<file path="src/hw/rtl/fqo_pkg.sv">
`default_nettype none

package fqo_pkg;

   // configuration port geometry
   localparam int CSR_IDX_W  = 3;
   localparam int CSR_DATA_W = 16;

   // coefficient and report formats (Q1.15)
   localparam int COEF_W    = 16;
   localparam int OUT_W     = 16;
   localparam int OUT_LANES = 4;

   // lanes that own a coefficient pair in the register map
   localparam int CSR_LANES = 4;

   // low index bit picks cosine or sine of a lane
   localparam logic CSR_SEL_COS = 1'b0;
   localparam logic CSR_SEL_SIN = 1'b1;

   localparam logic signed [COEF_W-1:0] COEF_COS_RESET = 16'sh7fff;
   localparam logic signed [COEF_W-1:0] COEF_SIN_RESET = 16'sh0000;

   // rotation coefficient pair of one lane
   typedef struct packed {
      logic signed [COEF_W-1:0] cos_v;
      logic signed [COEF_W-1:0] sin_v;
   } coef_type;

endpackage

`default_nettype wire

</file>
<file path="src/hw/rtl/fqo_merge.sv">
`default_nettype none

module fqo_merge
   import fqo_pkg::*;
#(
   parameter int LANES        = 4,
   parameter int SAMPLE_WIDTH = 16
) (
   input  wire logic                                  clock,
   input  wire logic                                  reset,
   input  wire logic                                  capture,
   input  wire logic [LANES-1:0][SAMPLE_WIDTH-1:0]    lane_imag,
   input  wire logic                                  rsp_stall,
   output      logic                                  rsp_valid,
   output      logic [OUT_LANES-1:0][OUT_W-1:0]       rsp_data
);

   logic [OUT_LANES-1:0][OUT_W-1:0] q15;
   logic [OUT_LANES-1:0][OUT_W-1:0] data_ff, data_in;
   logic                            valid_ff, valid_in;

   // bring each lane to Q1.15, absent lanes report zero
   for (genvar k = 0; k < OUT_LANES; k++) begin : g_q15
      if (k >= LANES) begin : g_absent
         assign q15[k] = '0;
      end else if (SAMPLE_WIDTH >= OUT_W) begin : g_down
         assign q15[k] = lane_imag[k][SAMPLE_WIDTH-1 -: OUT_W];
      end else begin : g_up
         assign q15[k] = {lane_imag[k], {(OUT_W - SAMPLE_WIDTH){1'b0}}};
      end
   end

   // output register, loaded when a transaction is taken
   always_comb begin
      data_in  = data_ff;
      valid_in = valid_ff;
      if (capture) begin
         data_in  = q15;
         valid_in = 1'b1;
      end else if (!rsp_stall) begin
         valid_in = 1'b0;
      end
   end

   always_ff @(posedge clock) begin
      data_ff <= data_in;
      if (reset) begin
         valid_ff <= 1'b0;
      end else begin
         valid_ff <= valid_in;
      end
   end

   assign rsp_valid = valid_ff;
   assign rsp_data  = data_ff;

endmodule

`default_nettype wire
</file>
<file path="config.mk">
export PLATFORM = sky130hd
export DESIGN_NAME = fqo_merge
export DESIGN_NICKNAME = d
export VERILOG_FILES = /design/src/hw/rtl/fqo_pkg.sv /design/src/hw/rtl/fqo_merge.sv
export SDC_FILE = /design/constraint.sdc
export NUM_CORES = 1
export LEC_CHECK = 0
export CORE_MARGIN = 8
export CORE_UTILIZATION = 64
export CTS_CLUSTER_SIZE = 20
export DETAILED_ROUTE_END_ITERATION = 7
export DONT_BUFFER_PORTS = 1
export PLACE_DENSITY = 0.8
export SKIP_LAST_GASP = 1
export SYNTH_ARGS = -nofsm -noshare
export SYNTH_HDL_FRONTEND = slang
export SYNTH_SLANG_ARGS = --single-unit
</file>
<file path="constraint.sdc">
create_clock -name clock -period 1.29 [get_ports clock]
set_input_delay 0.258 -clock clock [delete_from_list [all_inputs] [get_ports clock]]
set_output_delay 0.258 -clock clock [all_outputs]
set_load 0.005 [all_outputs]
</file>
==> results of run 1 <==
Yosys cell counts:
master / number / area [µm²]
edfxtp_1: 64 / 1920
a21oi_1: 1 / 5.00
dfxtp_1: 1 / 20.0
nor2_1: 1 / 3.75
cell families after synthesis:
kind of cell,after synthesis
flops,65
simple gates,1
compound gates,1
metrics by stage:
step | cell area (µm²) | cells
after floorplan | 1950 | 67
after global placement | 1990 | 100
after detailed placement | 1990 | 100
==> results by group, run 1 <==
Status
  – Status: aborted with a tool error
  – Fail Step: 4_1_cts
  – Log Error: [ERROR DPL-0033] detailed placement checks failed during check placement.

Placement
  – IO Port Bufs: 0
  – GP Congestion: ~0.66
  – Place WS: roughly 0.63 ns

Synth
  – Area share of and/or/nand/nor cells after synthesis: 0.00192
  – Sequential-to-total area share from yosys stat: 0.996
  – Post-Syn Instances: between 60 and 70
  – Synth Area in XOR/XNOR: 0
  – Post-synthesis compound-gate area fraction: 0.00257
  – Cell variety after synth: 4
  – Synth Cell Area: between 1500 and 2000 µm²
  – Adder-cell share of the synthesized area: 0
  – Synth warn: 0
  – Largest family of logic cells by synthesized area: compound AO/OA/AOI/OAI gates
  – Multiplexer share of the synthesized area: 0
  – Mean Syn Cell Area: slightly below 30 µm²
  – Synth Register Bits: 65
  – Syn Nets: between 100 and 150

Clock tree
  – # H-tree levels: 3
  – Sink Count: 65
  – Clk root buf: clkbuf_4
  – Postcts setup bufs: 0
  – CTS Buf Count: 9
  – Post-CTS Hold Fix Bufs: 66
  – Max clock buf depth: 2
  – Post-CTS Resized: 0

Die
  – # IOs: around 130
  – Die H: 71.2 µm
  – Placement row count: 20
  – Initial Utilization: 0.655
  – Die W: just over 70 µm
==> run 2, diff against run 1 <==
CORE_UTILIZATION = 40   (was 64)
CTS_CLUSTER_SIZE = unset   (was 20)
PLACE_DENSITY = unset   (was 0.8)
PLACE_DENSITY_LB_ADDON = 0.15   (was unset)
==> run 2 against run 1 <==
  * The run now ends clean
  * Synthesized cell count unchanged
  * Synthesized area stayed put
==> results by group, run 2 <==
Status
  – Status: finished clean (was aborted with a tool error)

GRT
  – Global routing met2 resource utilization: 0.169
  – Antenna violations before repair: 0
  – Gr usage total: 0.101
  – Grt peak-use layer: met2
  – Met3 GRT Util: 0.0726
  – Grt total ovfl: 0
  – Largest net degree at the start of global routing: 66
  – Vias in the first global route: just over 800
  – Met1 Usage GRT: 0.0792
  – Wire length of the first global-routing pass: about 5 mm

Routing
  – DR WL/cell: about 26 µm
  – Remaining DRCs: 0
  – Via count: ~710
  – Total wire length: 3.81 mm
  – Vias/cell: 4.80
  – Initial DRT Pass Iterations: 2
  – Detail Route Antenna Nets: 0
  – Drt first-iter violations: 38

Clock tree
  – Sink Count: 65 (unchanged)
  – Clk root buf: clkbuf_8 (was clkbuf_4)
  – # H-tree levels: 3 (unchanged)
  – Max clock buf depth: 2 (unchanged)
  – Worst-Skew Late Latency: 0.31 ns
  – Worst-path clk slew: around 0.060 ns
  – CTS Buf Count: 9 (unchanged)
  – TritonCTS clock tree: done
  – Post-CTS Resized: 0 (unchanged)
  – Postcts setup bufs: 0 (unchanged)

Placement
  – Place WS: 0.629 ns (was 0.628 ns)
  – Post-DP Area: 2030 µm² (was 1990 µm²)
  – GP Congestion: 0.608 (was 0.655)
  – IO Port Bufs: 0 (unchanged)

Power and ir drop
  – Leak Pwr: roughly 0.00072 µW
  – Pwr per Cell Area: 1770 nW/µm²
  – Peak supply drop: approximately 0.7 mV

Synth
  – Post-synth top area share: 0.985 (unchanged)
  – Mean Syn Cell Area: 29.1 µm² (unchanged)
  – Async SR Flop Fraction: 0 (unchanged)
  – Top_reg_cell synth: edfxtp_1 (unchanged)
  – Synth warn: 0 (unchanged)
  – Synth area leaders: edfxtp_1 (99%), dfxtp_1 (1.0%), a21oi_1 (0.26%), nor2_1 (0.19%) (unchanged)
  – Synth cell count leaders: edfxtp_1 (64), a21oi_1 (1), dfxtp_1 (1), nor2_1 (1) (unchanged)
  – Synth Cell Area: 1950 µm² (unchanged)
  – Yosys top cell by area: edfxtp_1 (unchanged)
  – Synth Register Bits: 65 (unchanged)
  – Sequential-to-total area share from yosys stat: 0.996 (unchanged)
  – Cell variety after synth: 4 (unchanged)
  – Post-Syn Instances: 67 (unchanged)
  – Post-synth EDFFs: 64 (unchanged)
  – Syn Nets: 135 (unchanged)
  – Top-count cell post-synth: edfxtp_1 (unchanged)

Final layout
  – Fin util: 0.463
  – FILL cells: 394
  – Layout Nets: roughly 150
  – Layout area overhead: 12.0%
  – Final instance area: between 2000 and 2500 µm²
  – Ratio of cells with drive above 1 in the final layout: 0.123
  – Diodes inserted: 0
  – Most frequent cells in the layout: edfxtp_1 (64), clkbuf_8 (9), clkbuf_1 (2)
  – Most common cell after layout, fill and taps aside: edfxtp_1
  – Max reg flops: 64

Worst hold path
  – Hold Path Class: in2reg
  – Min-delay src: lane_imag[19]
  – Hold worst-path end: rsp_data[19]
  – Hold depth: 0

Die
  – Die W: 85.8 µm (was 71.2 µm)
  – Placement row count: 25 (was 20)
  – Die area: between 7000 and 8000 µm²
  – Core area: roughly 4700 µm²
  – # IOs: 133 (unchanged)
  – Die H: 85.8 µm (was 71.2 µm)
  – Initial Utilization: 0.413 (was 0.655)

Setup path
  – Worst path required time: just over 1 ns
  – R2r startpoint: rsp_valid
  – CP Data Arrival Time: ~0.73 ns
  – CP max FO: 1
  – Worst setup EP type: output pin
  – Reg2reg path depth: 2
  – RR Endpoint: rsp_valid
  – Crit path kind: reg2out
  – CP Launch Type: flip-flop
  – Reg2Reg Setup Slack: between 0.6 and 0.7 ns

STA
  – Unrepaired setup endpoints after global routing: no
  – Hold Fails Final Rpt: 0
  – Post-route setup TNS: 0 ns
  – Worst-Margin Slew: between 0.1 and 0.15 ns
  – Fmax achieved: just over 1000 MHz
  – Final setup margin: 0.307 ns
  – Worst hold slack: between 0.03 and 0.04 ns
  – Final setup vio count: 0
  – Max-slew headroom: 0.924
  – Final worst path period share: 0.762
  – Slew Viols, Final: 0
  – Fin crit period: a little under 1 ns
  – Post-Route Skew: 0 ns

Flow run
  – Max Cap Violations: 0
-- run 2: cell counts after synthesis --
Identical to the previous run, type by type.
-- run 2: through the flow --
| step | std cells | total power [µW] |
|---|---|---|
| after floorplan | 67 | 2620 |
| final | 148 | 3870 |
| after CTS | 148 | 3950 |
| after global routing | 148 | 4020 |
| after global placement | 134 | 2660 |
| after detailed placement | 134 | 2660 |
-- run 2: layout make-up --
class / instances / area [µm²] / area share
clock inverters: 2 / 8.76 / 0.00401
clock buffers: 11 / 131 / 0.0601
well taps: 67 / 83.8 / 0.0384
flip-flops and latches: 65 / 1940 / 0.889
multi-input cells: 2 / 8.76 / 0.00401
repair buffers: 1 / 10.0 / 0.00458
-- run 2: logic make-up (layout without fill, tap and decap cells) --
group	Yosys count	count (layout)	synth area share
flops	65	65	0.996
compound gates	1	1	0.00256
buf+inv	0	14	0
simple gates	1	1	0.00192
-- run 2: what timing repair did --
action / in CTS / in global routing
hold buffers: 1 / 0
endpoints found under the hold margin: 1 / 0
endpoints found under the setup margin: 0 / 0
-- run 2: worst max-delay path by stage --
stage | start | cells after the start | end
floorplan | rsp_data[0] | 0 | rsp_data[0]
global placement | rsp_data[7] | 0 | rsp_data[7]
detailed placement | rsp_data[7] | 0 | rsp_data[7]
CTS | rsp_data[7] | 0 | rsp_data[7]
global route | rsp_data[7] | 0 | rsp_data[7]
finish | rsp_data[50] | 0 | rsp_data[50]
-- run 2: metal layers --
metal	up-vias	wire length, µm
li1	291	-
met1	333	1250
met2	78	1990
met3	9	500
met4	0	73
met5	-	0
-- run 2: where the power goes --
| group | leakage (µW) | internal, µW | total, µW | switching (µW) |
|---|---|---|---|---|
| clock network | 0.0000725 | 655 | 1260 | 605 |
| registers | 0.000635 | 2520 | 2610 | 92.6 |
| logic | 0.00000778 | 3.03 | 4.31 | 1.28 |
Power figures use the tool's default switching activity.
