--- config.mk ---
export PLATFORM = sky130hd
export DESIGN_NAME = fqo_lane
export DESIGN_NICKNAME = d
export VERILOG_FILES = /design/src/hw/rtl/fqo_pkg.sv /design/src/hw/rtl/fqo_lane.sv
export SDC_FILE = /design/constraint.sdc
export NUM_CORES = 1
export LEC_CHECK = 0
export ABC_AREA = 1
export BUFFER_PORTS_ARGS = -buffer_cell sky130_fd_sc_hd__buf_2
export CAP_MARGIN = 20
export CELL_PAD_IN_SITES_DETAIL_PLACEMENT = 0
export CELL_PAD_IN_SITES_GLOBAL_PLACEMENT = 2
export CORE_MARGIN = 8
export CORE_UTILIZATION = 35
export DETAILED_ROUTE_END_ITERATION = 8
export GPL_TIMING_DRIVEN = 0
export PLACE_DENSITY = 0.77
export SETUP_SLACK_MARGIN = 0.5
export SLEW_MARGIN = 15
export SYNTH_ARGS = -nofsm -noshare
export SYNTH_HDL_FRONTEND = slang
export SYNTH_SLANG_ARGS = --single-unit
export TNS_END_PERCENT = 100
--- constraint.sdc ---
create_clock -name clock -period 8.32 [get_ports clock]
set_clock_uncertainty 0.2 [all_clocks]
set_input_delay 2.08 -clock clock [delete_from_list [all_inputs] [get_ports clock]]
set_output_delay 2.08 -clock clock [all_outputs]
set_load 0.05 [all_outputs]
--- src/hw/rtl/fqo_pkg.sv ---
`default_nettype none

package fqo_pkg;

   // configuration port geometry
   localparam int CSR_IDX_W  = 3;
   localparam int CSR_DATA_W = 16;

   // coefficient and report formats (Q1.15)
   localparam int COEF_W    = 16;
   localparam int OUT_W     = 16;
   localparam int OUT_LANES = 4;

   // lanes that own a coefficient pair in the register map
   localparam int CSR_LANES = 4;

   // low index bit picks cosine or sine of a lane
   localparam logic CSR_SEL_COS = 1'b0;
   localparam logic CSR_SEL_SIN = 1'b1;

   localparam logic signed [COEF_W-1:0] COEF_COS_RESET = 16'sh7fff;
   localparam logic signed [COEF_W-1:0] COEF_SIN_RESET = 16'sh0000;

   // rotation coefficient pair of one lane
   typedef struct packed {
      logic signed [COEF_W-1:0] cos_v;
      logic signed [COEF_W-1:0] sin_v;
   } coef_type;

endpackage

`default_nettype wire

--- src/hw/rtl/fqo_lane.sv ---
`default_nettype none

module fqo_lane
   import fqo_pkg::*;
#(
   parameter int SAMPLE_WIDTH = 16
) (
   input  wire logic                           clock,
   input  wire logic                           reset,
   input  wire logic                           start,
   input  wire coef_type                       coef,
   output      logic                           busy,
   output      logic signed [SAMPLE_WIDTH-1:0] imag
);

   localparam int W   = SAMPLE_WIDTH;
   localparam int FS  = W - 1;
   localparam int OPW = (W + 1 > COEF_W) ? W + 1 : COEF_W;
   localparam int PW  = 2 * OPW;

   localparam logic signed [PW-1:0] WIDE_HI    = $signed((PW'(1) << W) - PW'(1));
   localparam logic signed [PW-1:0] WIDE_LO    = -WIDE_HI;
   localparam logic signed [PW-1:0] SMP_HI     = $signed((PW'(1) << FS) - PW'(1));
   localparam logic signed [PW-1:0] SMP_LO     = -$signed(PW'(1) << FS);
   localparam logic signed [PW-1:0] THREE_HALF = $signed(PW'(3) << (FS - 1));

   typedef enum logic [3:0] {
      ST_IDLE, ST_RC, ST_IS, ST_RS, ST_IC, ST_RR, ST_IR,
      ST_II, ST_L, ST_F, ST_FR, ST_FI, ST_WI
   } state_type;

   state_type state_ff, state_in;

   logic signed [PW-1:0]  p_ff, p_in;
   logic signed [PW-1:0]  acc_ff, acc_in;
   logic signed [W:0]     r_ff, r_in;
   logic signed [W:0]     i_ff, i_in;
   logic signed [W:0]     f_ff, f_in;
   logic signed [W-1:0]   re_ff, re_in;
   logic signed [W-1:0]   im_ff, im_in;

   logic signed [OPW-1:0] mul_a;
   logic signed [OPW-1:0] mul_b;
   logic signed [PW-1:0]  prod;

   // round half away from zero, then drop sh fraction bits
   function automatic logic signed [PW-1:0] round_shift(input logic signed [PW-1:0] x,
                                                        input int sh);
      logic signed [PW-1:0] bias;
      bias = $signed(PW'(1) << (sh - 1));
      if (x[PW-1]) begin
         bias = bias - $signed(PW'(1));
      end
      return (x + bias) >>> sh;
   endfunction

   // clamp to the symmetric Q2 range
   function automatic logic signed [W:0] sat_wide(input logic signed [PW-1:0] x);
      logic signed [PW-1:0] y;
      y = x;
      if (x > WIDE_HI) begin
         y = WIDE_HI;
      end else if (x < WIDE_LO) begin
         y = WIDE_LO;
      end
      return y[W:0];
   endfunction

   // clamp to the sample range
   function automatic logic signed [W-1:0] sat_smp(input logic signed [PW-1:0] x);
      logic signed [PW-1:0] y;
      y = x;
      if (x > SMP_HI) begin
         y = SMP_HI;
      end else if (x < SMP_LO) begin
         y = SMP_LO;
      end
      return y[W-1:0];
   endfunction

   // multiplier operand select, one product per step
   always_comb begin
      mul_a = '0;
      mul_b = '0;
      unique case (state_ff)
         ST_RC: begin
            mul_a = OPW'(re_ff);
            mul_b = OPW'(coef.cos_v);
         end
         ST_IS: begin
            mul_a = OPW'(im_ff);
            mul_b = OPW'(coef.sin_v);
         end
         ST_RS: begin
            mul_a = OPW'(re_ff);
            mul_b = OPW'(coef.sin_v);
         end
         ST_IC: begin
            mul_a = OPW'(im_ff);
            mul_b = OPW'(coef.cos_v);
         end
         ST_RR: begin
            mul_a = OPW'(r_ff);
            mul_b = OPW'(r_ff);
         end
         ST_II: begin
            mul_a = OPW'(i_ff);
            mul_b = OPW'(i_ff);
         end
         ST_FR: begin
            mul_a = OPW'(f_ff);
            mul_b = OPW'(r_ff);
         end
         ST_FI: begin
            mul_a = OPW'(f_ff);
            mul_b = OPW'(i_ff);
         end
         default: begin
            mul_a = '0;
            mul_b = '0;
         end
      endcase
   end

   assign prod = mul_a * mul_b;

   // step sequencer: rotate, square, newton factor, rescale
   always_comb begin
      state_in = state_ff;
      p_in     = p_ff;
      acc_in   = acc_ff;
      r_in     = r_ff;
      i_in     = i_ff;
      f_in     = f_ff;
      re_in    = re_ff;
      im_in    = im_ff;
      unique case (state_ff)
         ST_IDLE: begin
            if (start) begin
               state_in = ST_RC;
            end
         end
         ST_RC: begin
            p_in     = prod;
            state_in = ST_IS;
         end
         ST_IS: begin
            p_in     = prod;
            acc_in   = p_ff;
            state_in = ST_RS;
         end
         ST_RS: begin
            p_in     = prod;
            acc_in   = acc_ff - p_ff;
            state_in = ST_IC;
         end
         ST_IC: begin
            p_in     = prod;
            r_in     = sat_wide(round_shift(acc_ff, COEF_W - 1));
            acc_in   = p_ff;
            state_in = ST_RR;
         end
         ST_RR: begin
            p_in     = prod;
            acc_in   = acc_ff + p_ff;
            state_in = ST_IR;
         end
         ST_IR: begin
            i_in     = sat_wide(round_shift(acc_ff, COEF_W - 1));
            acc_in   = round_shift(p_ff, FS);
            state_in = ST_II;
         end
         ST_II: begin
            p_in     = prod;
            state_in = ST_L;
         end
         ST_L: begin
            acc_in   = acc_ff + round_shift(p_ff, FS);
            state_in = ST_F;
         end
         ST_F: begin
            f_in     = sat_wide(THREE_HALF - (acc_ff >>> 1));
            state_in = ST_FR;
         end
         ST_FR: begin
            p_in     = prod;
            state_in = ST_FI;
         end
         ST_FI: begin
            p_in     = prod;
            re_in    = sat_smp(round_shift(p_ff, FS));
            state_in = ST_WI;
         end
         ST_WI: begin
            im_in    = sat_smp(round_shift(p_ff, FS));
            state_in = ST_IDLE;
         end
         default: begin
            state_in = ST_IDLE;
         end
      endcase
   end

   // state, phasor and datapath registers
   always_ff @(posedge clock) begin
      p_ff   <= p_in;
      acc_ff <= acc_in;
      r_ff   <= r_in;
      i_ff   <= i_in;
      f_ff   <= f_in;
      if (reset) begin
         state_ff <= ST_IDLE;
         re_ff    <= SMP_HI[W-1:0];
         im_ff    <= '0;
      end else begin
         state_ff <= state_in;
         re_ff    <= re_in;
         im_ff    <= im_in;
      end
   end

   assign busy = (state_ff != ST_IDLE);
   assign imag = im_ff;

endmodule

`default_nettype wire

* Yosys cells after proc, flatten, opt, wreduce, memory -nomap -nowiden
Cells that the tools add are included.
** Operators by class
- Add/subtract/negate cells :: 10
- Multiply operators :: 1
- $lt $le $gt $ge :: 10
- Equality and inequality tests :: 13
- Multiplexer cells :: 20
- Reduce and logical (&&, ||, !) cells :: 14
** Operators with widths (count)
- 34-bit adder :: 7
- 34-bit two-way mux :: 6
- 34-bit one-hot mux with 5 select lines :: 1
- 17-bit one-hot mux with 5 select lines :: 1
- 17-bit one-hot mux with 4 select lines :: 1
- 16-bit two-way mux :: 4
- 17-bit two-way mux :: 3
- 4-bit one-hot mux with 12 select lines :: 1
- 19-bit by 16-bit greater-than comparator with 1-bit output, second input constant :: 2
- 19-bit by 17-bit greater-than comparator with 1-bit output, second input constant :: 2
- 19-bit by 16-bit < comparator with 1-bit output, second input constant :: 2
- 19-bit by 17-bit < comparator with 1-bit output, second input constant :: 2
- 34-bit by 19-bit adder with 34-bit output :: 1
- 34-bit by 17-bit greater-than comparator with 1-bit output, second input constant :: 1
- 34-bit by 17-bit < comparator with 1-bit output, second input constant :: 1
- 17-bit by 17-bit multiplier with 34-bit output :: 1
- 17-bit by 33-bit subtractor with 34-bit output, first input constant :: 1
- 34-bit subtractor :: 1
- 15-bit two-way mux :: 2
- 4-bit equality test, second input constant :: 5
- 2-bit OR reduction :: 10
- 4-bit by 3-bit equality test with 1-bit output, second input constant :: 4
- 4-bit by 2-bit equality test with 1-bit output, second input constant :: 2
- 8-bit OR reduction :: 1
- other kinds (6) :: 6
** Storage, ports and cells
- Register bits :: 155
- Input bits :: 35
- Output and inout bits :: 17

* Logic depth before layout (Yosys ltp)
Gate-level depths: netlist of the first run.
- Depth after elaboration :: 6
- Mapped depth :: 37

* Worst setup path after synthesis of the first run
No wires, ideal clock.
- Kind :: input to register
- Start point :: input port coef[22] in the netlist's numbering
- End point :: register p_ff[31] (data pin)
- Arrival :: 7.725 ns
- Required time :: 7.868 ns
- Slack :: 0.143 ns
- Stages on the path :: 27
- Cell sequence :: a32o_1 a221oi_2 buf_2 nor2_1 fa_1 inv_1 fa_1 fa_1 fa_1 inv_1 fa_1 inv_1 fa_1 inv_1 ha_1 a21oi_1 o21ai_0 a21oi_1 o21ai_0 a21oi_1 o21ai_0 nand2_1 inv_1 o21bai_1 nand2_1 nand2_1 nand2_1
** Between the ends
- Word-level cells in the longest chain between the ends :: 2
** Ends and longest elaborated chain
- start, declared :: RTL line fqo_lane.sv:11 : input wire coef_type coef,
- 17-bit one-hot mux with 4 select lines :: RTL line fqo_lane.sv:85 : unique case (state_ff)
- 17-bit by 17-bit multiplier with 34-bit output :: RTL line fqo_lane.sv:125 : assign prod = mul_a * mul_b;
- named net prod[31] :: RTL line fqo_lane.sv:44 : logic signed [PW-1:0] prod;
- end signal, assigned :: RTL line fqo_lane.sv:206 : p_ff <= p_in;
- end, declared :: RTL line fqo_lane.sv:34 : logic signed [PW-1:0] p_ff, p_in;
The timed path passes the listed nets, and every way through them passes these cells.
A chain may end at the register's enable or synchronous reset.

* Worst setup path in the final report of the first run
- Start point :: input port coef[25] in the netlist's numbering
- End point :: register p_ff[31] (data pin)
The elaborated chain is that of the path after synthesis.

==> results.cfg, run 1 <==
[run_status]
status = complete, no violations

[logic_synthesis]
yosysSeqAreaShare_pct = 17.42
synth_edf_count = 119
syn_area_um2 = 24660
syn_nets = 3863
ys_warn_count = 0
synth-seq-cells = 155
ys.flop_type = edfxtp_1
avgSynthCellArea_um2 = 7.289
yosysMostFrequentCell = nand2_1
ys_top_cells_by_area = fa_1 (24%), edfxtp_1 (14%), nand2_1 (13%)
synth_top_area_share_pct = 24.11
yosys.cell_types.count = 58
synth_common_cells = nand2_1 (826), inv_1 (624), nor2_1 (419)
async_reset_ff_share_pct = 0
synth_area_leader_cell = fa_1
synthCells = 3383

[route]
num_vias = 23300
wirelength_um = 99460
drt_iter0_markers = 1769
wire_per_inst_um = 22.12
antenna_left = 0
drc = 0
drt_pass1_iterations = 6
drt-vias-per-instance = 5.181

[layout]
fillers = 7335
post-route-util_pct = 41.05
multiInputGateArea_um2 = 18440
area_growth_pct = 16.37
finalNonFillerCells = 4496
ff_latch_area_um2 = 4294
nets = 4021
drive_above_1_share_pct = 13.56

[clock_tree]
ctsLongestPathBuffers = 2
cts.clk_slew.worst_paths_ns = 0.07
cts_tree = done
cts.sinks = 155
clockRootBuffer = clkbuf_16
cts_buffers = 17
clock_latency_ns = 0.48
hold_buffers = 0
htree_num_levels = 4

[die]
die_width_um = 281.4
core.rowCount = 97
initial_core_util_pct = 35.27
io_pins = 52
coreArea_um2 = 69910
die_h_um = 281.4
die-area_um2 = 79200

[worst_setup_path]
rrSetupSlack_ns = 0.67
end_kind = register
r2r_start = state_ff[3]
crit_type = input port to register
setup.worst_path.start = coef[25]
required_ns = 8.34
crit_fanout = 10
r2r_cells = 33
r2r-end = p_ff[31]
start_kind = input port
worstSetupEndpoint = p_ff[31]
arrival_ns = 7.88

[global_routing]
grt_antenna_before_repair = 2
grtUsageTotal_pct = 24.77
grt_pass1_wl_um = 146400
grt_overflow_total = 0
grt_max_degree = 32
grt_pass1_vias = 23380

[sta]
finalSetupViolations = 0
drv_slew = 0
relSlewSlack_pct = 25.23
final_hold_viol_count = 0
setup-tns-final_ns = 0
tightestPinTransition_ns = 1.117
layout_min_cycle_time_ns = 7.855
rsz0062_at_grt = yes
fmax_ghz = 0.1273
finalCritPeriodShare_pct = 94.41
setup_ws_ns = 0.4649

[power]
peakVddDrop_mv = 0.1611
p_per_area_nw_per_um2 = 232.0
cellLeakagePower_uw = 0.01370

[flow_run]
drv_cap = 0

[placement]
dp_hpwl_um = 84170
gp_congestion = 0.9173
pre_cts_ws_ns = -1.316
portBuffers = 50
dp.cells = 4381

[min_path]
hp-class = register to register
==> cells in the final DEF, fill, tap and decap left out, types with 25 or more instances in the layout <==
cell / instances
nand4_1: 39
xor2_1: 40
fa_1: 281
buf_4: 79
ha_1: 125
o211ai_1: 26
buf_2: 77
dfxtp_1: 36
o21ai_0: 91
a21oi_1: 141
nor2_2: 25
inv_1: 609
edfxtp_1: 119
nor3_1: 34
inv_2: 39
nand3_1: 137
nand2_1: 808
nor2_1: 399
==> area by class of cell <==
| class | instances | share of cell area [%] |
|---|---|---|
| antenna | 2 | 0.01744 |
| clock inverter | 15 | 0.6017 |
| inverter | 658 | 8.651 |
| tap | 940 | 4.099 |
| sequential | 155 | 14.96 |
| timing repair buffer | 139 | 3.946 |
| multi-input combinational | 2485 | 64.27 |
| buffer | 85 | 1.971 |
| clock buffer | 17 | 1.483 |
==> how the worst min path moves through the flow <==
stage | depth (start not counted) | startpoint | slack [ns] | endpoint
2_1_floorplan | 1 | state_ff[0] | 0.24 | state_ff[0]
3_3_place_gp | 2 | re_ff[8] | 0.25 | re_ff[8]
3_5_place_dp | 2 | re_ff[6] | 0.26 | re_ff[6]
4_1_cts | 2 | re_ff[6] | 0.27 | re_ff[6]
5_1_grt | 2 | re_ff[6] | 0.30 | re_ff[6]
6_report | 2 | re_ff[6] | 0.27 | re_ff[6]
==> critical path: stages <==
cell and delay [ns]:
buf_2 0.11, a32o_1 0.24, a221oi_4 0.38, inv_2 0.12
buf_6 0.17, nand2_1 0.08, fa_1 0.41, inv_1 0.07
fa_1 0.45, fa_1 0.59, fa_2 0.49, fa_1 0.55
inv_1 0.05, fa_1 0.51, inv_1 0.08, ha_4 0.25
a21oi_4 0.15, o21ai_1 0.11, a21oi_2 0.16, o21ai_4 0.09
a21oi_2 0.18, o21ai_2 0.08, nand2_1 0.07, inv_1 0.05
o21bai_1 0.16, nand2_1 0.07, nand2_1 0.06, nand2_1 0.06
==> per-stage QoR <==
stage	hold slack [ns]	area (um2)	total power, uW
final	0.2736	28700	6656
after global routing	0.3029	28690	7148
after CTS	0.2739	27970	6402
after detailed placement	0.2550	26340	5287
after global placement	0.2491	26240	5282
after floorplan	0.2373	24810	3883
==> flip-flops by register name (all words and copies together) (netlist names) <==
register  flops
acc_ff       34
i_ff         17
r_ff         17
p_ff         34
f_ff         17
imag         16
re_ff        16
state_ff      4
==> power breakdown <==
group | switching, uW | total [uW] | internal, uW
logic | 2950 | 4580 | 1630
registers | 196 | 1250 | 1050
clock network | 399 | 829 | 429
==> per-layer routing <==
| layer | track usage (%) | share of wire [%] |
|---|---|---|
| met5 | 0 | 0.013 |
| met3 | 3.127 | 4.8 |
| met4 | 8.398 | 3.4 |
| met1 | 31.63 | 42 |
| met2 | 43.05 | 49 |
==> cells by family after synthesis <==
kind of cell | synth area share, %
xor+xnor | 2.309
fa+ha+maj | 31.62
simple gates | 25.97
buf+inv | 11.81
compound gates | 10.87
flops | 17.42
==> timing repair <==
| action | in CTS | in global routing |
|---|---|---|
| buffers inserted | 43 | 37 |
| resized for setup | 131 | 104 |
| gates cloned | 0 | 1 |
| endpoints found under the setup margin | 23 | 17 |
| pin swaps | 42 | 71 |
| endpoints found under the hold margin | 0 | 0 |
Power figures use the tool's default switching activity.
==> run 2: changes to the inputs <==
--- a/config.mk
+++ b/config.mk
@@ -11,10 +11,10 @@
 export CELL_PAD_IN_SITES_DETAIL_PLACEMENT = 0
 export CELL_PAD_IN_SITES_GLOBAL_PLACEMENT = 2
 export CORE_MARGIN = 8
-export CORE_UTILIZATION = 35
+export CORE_UTILIZATION = 39
 export DETAILED_ROUTE_END_ITERATION = 8
 export GPL_TIMING_DRIVEN = 0
-export PLACE_DENSITY = 0.77
+export PLACE_DENSITY = 0.81
 export SETUP_SLACK_MARGIN = 0.5
 export SLEW_MARGIN = 15
 export SYNTH_ARGS = -nofsm -noshare
==> constraint.sdc (replaced) <==
create_clock -name clock -period 7.3 [get_ports clock]
set_clock_uncertainty 0.2 [all_clocks]
set_input_delay 1.825 -clock clock [delete_from_list [all_inputs] [get_ports clock]]
set_output_delay 1.825 -clock clock [all_outputs]
set_load 0.05 [all_outputs]
==> run 2 against run 1 <==
Against the previous run:
- worst hold slack worse by 0.0011 ns
- clock-buffer cell count stayed put
- the flow now finishes with violations (negative setup slack)
- critical endpoint is now p_ff[29]
- register-to-register slack worse by 0.73 ns
- combinational power is 26% higher
- sequential share of layout area is 0.68 points lower
- clock power is 14% higher
- critical path depth stayed put
==> results.cfg, run 2 (synthesis results as in run 1) <==
[flow_run]
drv_cap = 0

[worst_setup_path]
start_kind = input port
slowest_delay_ns = 0.53
required_ns = 7.32
end_kind = register
slowest_stage = fa_1
crit_type = input port to register
cpMostUsedCell = inv_2
crit_fanout = 7
arrival_ns = 7.50

[layout]
nets = 4091
final_common_cell = nand2_1
drive_above_1_share_pct = 19.56
finalNonFillerCells = 4470
fillers = 6383
layout_common_cells = nand2_1 (787), inv_1 (565), nor2_1 (375), fa_1 (267), nand3_1 (137)
reg_top3 = acc_ff (34), p_ff (34)
antenna_cells = 0
area_growth_pct = 21.95

[clock_tree]
cts_tree = done
htree_num_levels = 4
cts.sinks = 155
hold_buffers = 0
clock_latency_ns = 0.48
cts_buffers = 17
cts.clk_slew.worst_paths_ns = 0.08
clockRootBuffer = clkbuf_16
ctsLongestPathBuffers = 2

[placement]
dp.cells = 4288
dp_hpwl_um = 83310
portBuffers = 50
gp_congestion = 0.9259

[die]
core.rowCount = 92
die_h_um = 267.4
initial_core_util_pct = 39.23
io_pins = 52
die_width_um = 267.4
coreArea_um2 = 62850
die-area_um2 = 71530

[route]
drt-met1-wl_um = 42540
top_layer_used = met4
drt_iter0_markers = 2038
wirelength_um = 99250
wl_met3_um = 4782
num_vias = 23710
drt_pass1_iterations = 6
antenna_left = 0
wl_met2_um = 48620
wire_per_inst_um = 22.20
drt-vias-per-instance = 5.303
drc = 0

[global_routing]
grt_pass1_wl_um = 148700
grt_max_degree = 27
grt_pass1_vias = 23430
grt_antenna_before_repair = 3
grt_overflow_total = 0
grtUsageTotal_pct = 27.77

[sta]
finalSetupViolations = 12
drv_slew = 0
rsz0062_at_grt = yes
final_hold_viol_count = 0
fmax_ghz = 0.1336
tightestPinTransition_ns = 0.9414
layout_min_cycle_time_ns = 7.484
setup-tns-final_ns = -1.233
relSlewSlack_pct = 37.01
finalCritPeriodShare_pct = 102.5
setup_ws_ns = -0.1841

[power]
p_per_area_nw_per_um2 = 271.8
peakVddDrop_mv = 0.2938
cellLeakagePower_uw = 0.01427

[min_path]
hp-class = register to register

[run_status]
violations = negative setup slack
status = finished, violations left
==> run 2: cell type report <==
| type | instances | area [um2] | area share [%] |
|---|---|---|---|
| plain buffers | 85 | 635.6 | 2.114 |
| clock buffers | 17 | 425.4 | 1.415 |
| clock inverters | 15 | 172.7 | 0.5742 |
| inverters | 658 | 2496 | 8.301 |
| multi-input cells | 2485 | 19180 | 63.79 |
| flip-flops and latches | 155 | 4297 | 14.29 |
| well taps | 846 | 1059 | 3.520 |
| repair buffers | 209 | 1802 | 5.992 |
==> run 2: layer usage <==
metal | vias to the layer above | global-route usage [%]
met2 | 751 | 47.57
met4 | 0 | 8.584
li1 | 11140 | -
met3 | 139 | 2.515
met5 | - | 0
met1 | 11680 | 37.01
==> run 2: where the power goes <==
part           switching (uW)  internal (uW)
Combinational            3610           2170
Clock                     486            460
Sequential                248           1200
Total                    4340           3830
==> run 2: per-stage QoR <==
| step | cell area, um2 | hold WS (ns) | power, uW | worst slack [ns] | util [%] |
|---|---|---|---|---|---|
| 6_report | 30070 | 0.2725 | 8172 | -0.1841 | 47.84 |
| 3_3_place_gp | 26460 | 0.2496 | 6262 | -1.805 | 42.10 |
| 4_1_cts | 29150 | 0.2783 | 7797 | -0.1108 | 46.39 |
| 5_1_grt | 30070 | 0.2898 | 8722 | -0.3484 | 47.84 |
| 2_1_floorplan | 25150 | 0.2373 | 4662 | -0.1740 | - |
| 3_5_place_dp | 26570 | 0.2561 | 6254 | -1.796 | 42.28 |
==> run 2: final timing paths <==
| path | from | endpoint | slack, ns | depth (start not counted) |
|---|---|---|---|---|
| min reg2reg | re_ff[14] | re_ff[14] | 0.27 | 2 |
| max | coef[20] | p_ff[29] | -0.18 | 28 |
| max reg2reg | state_ff[2] | p_ff[29] | -0.06 | 35 |
| min | re_ff[14] | re_ff[14] | 0.27 | 2 |
==> run 2: worst max-delay path, delay by kind of cell <==
family | cells | cell delay (ns)
adders and majority gates | 7 | 3.35
AOI/OAI and AO/OA | 5 | 0.89
buffers and inverters | 9 | 0.78
and+or+nand+nor | 6 | 0.48
xor gates and xnor gates | 1 | 0.16
==> run 2: what timing repair did <==
action / 4_1_cts / 5_1_grt
buffers inserted: 100 / 47
gates resized for setup: 255 / 159
pin swaps: 128 / 107
gates cloned: 2 / 1
setup endpoints to repair: 26 / 28
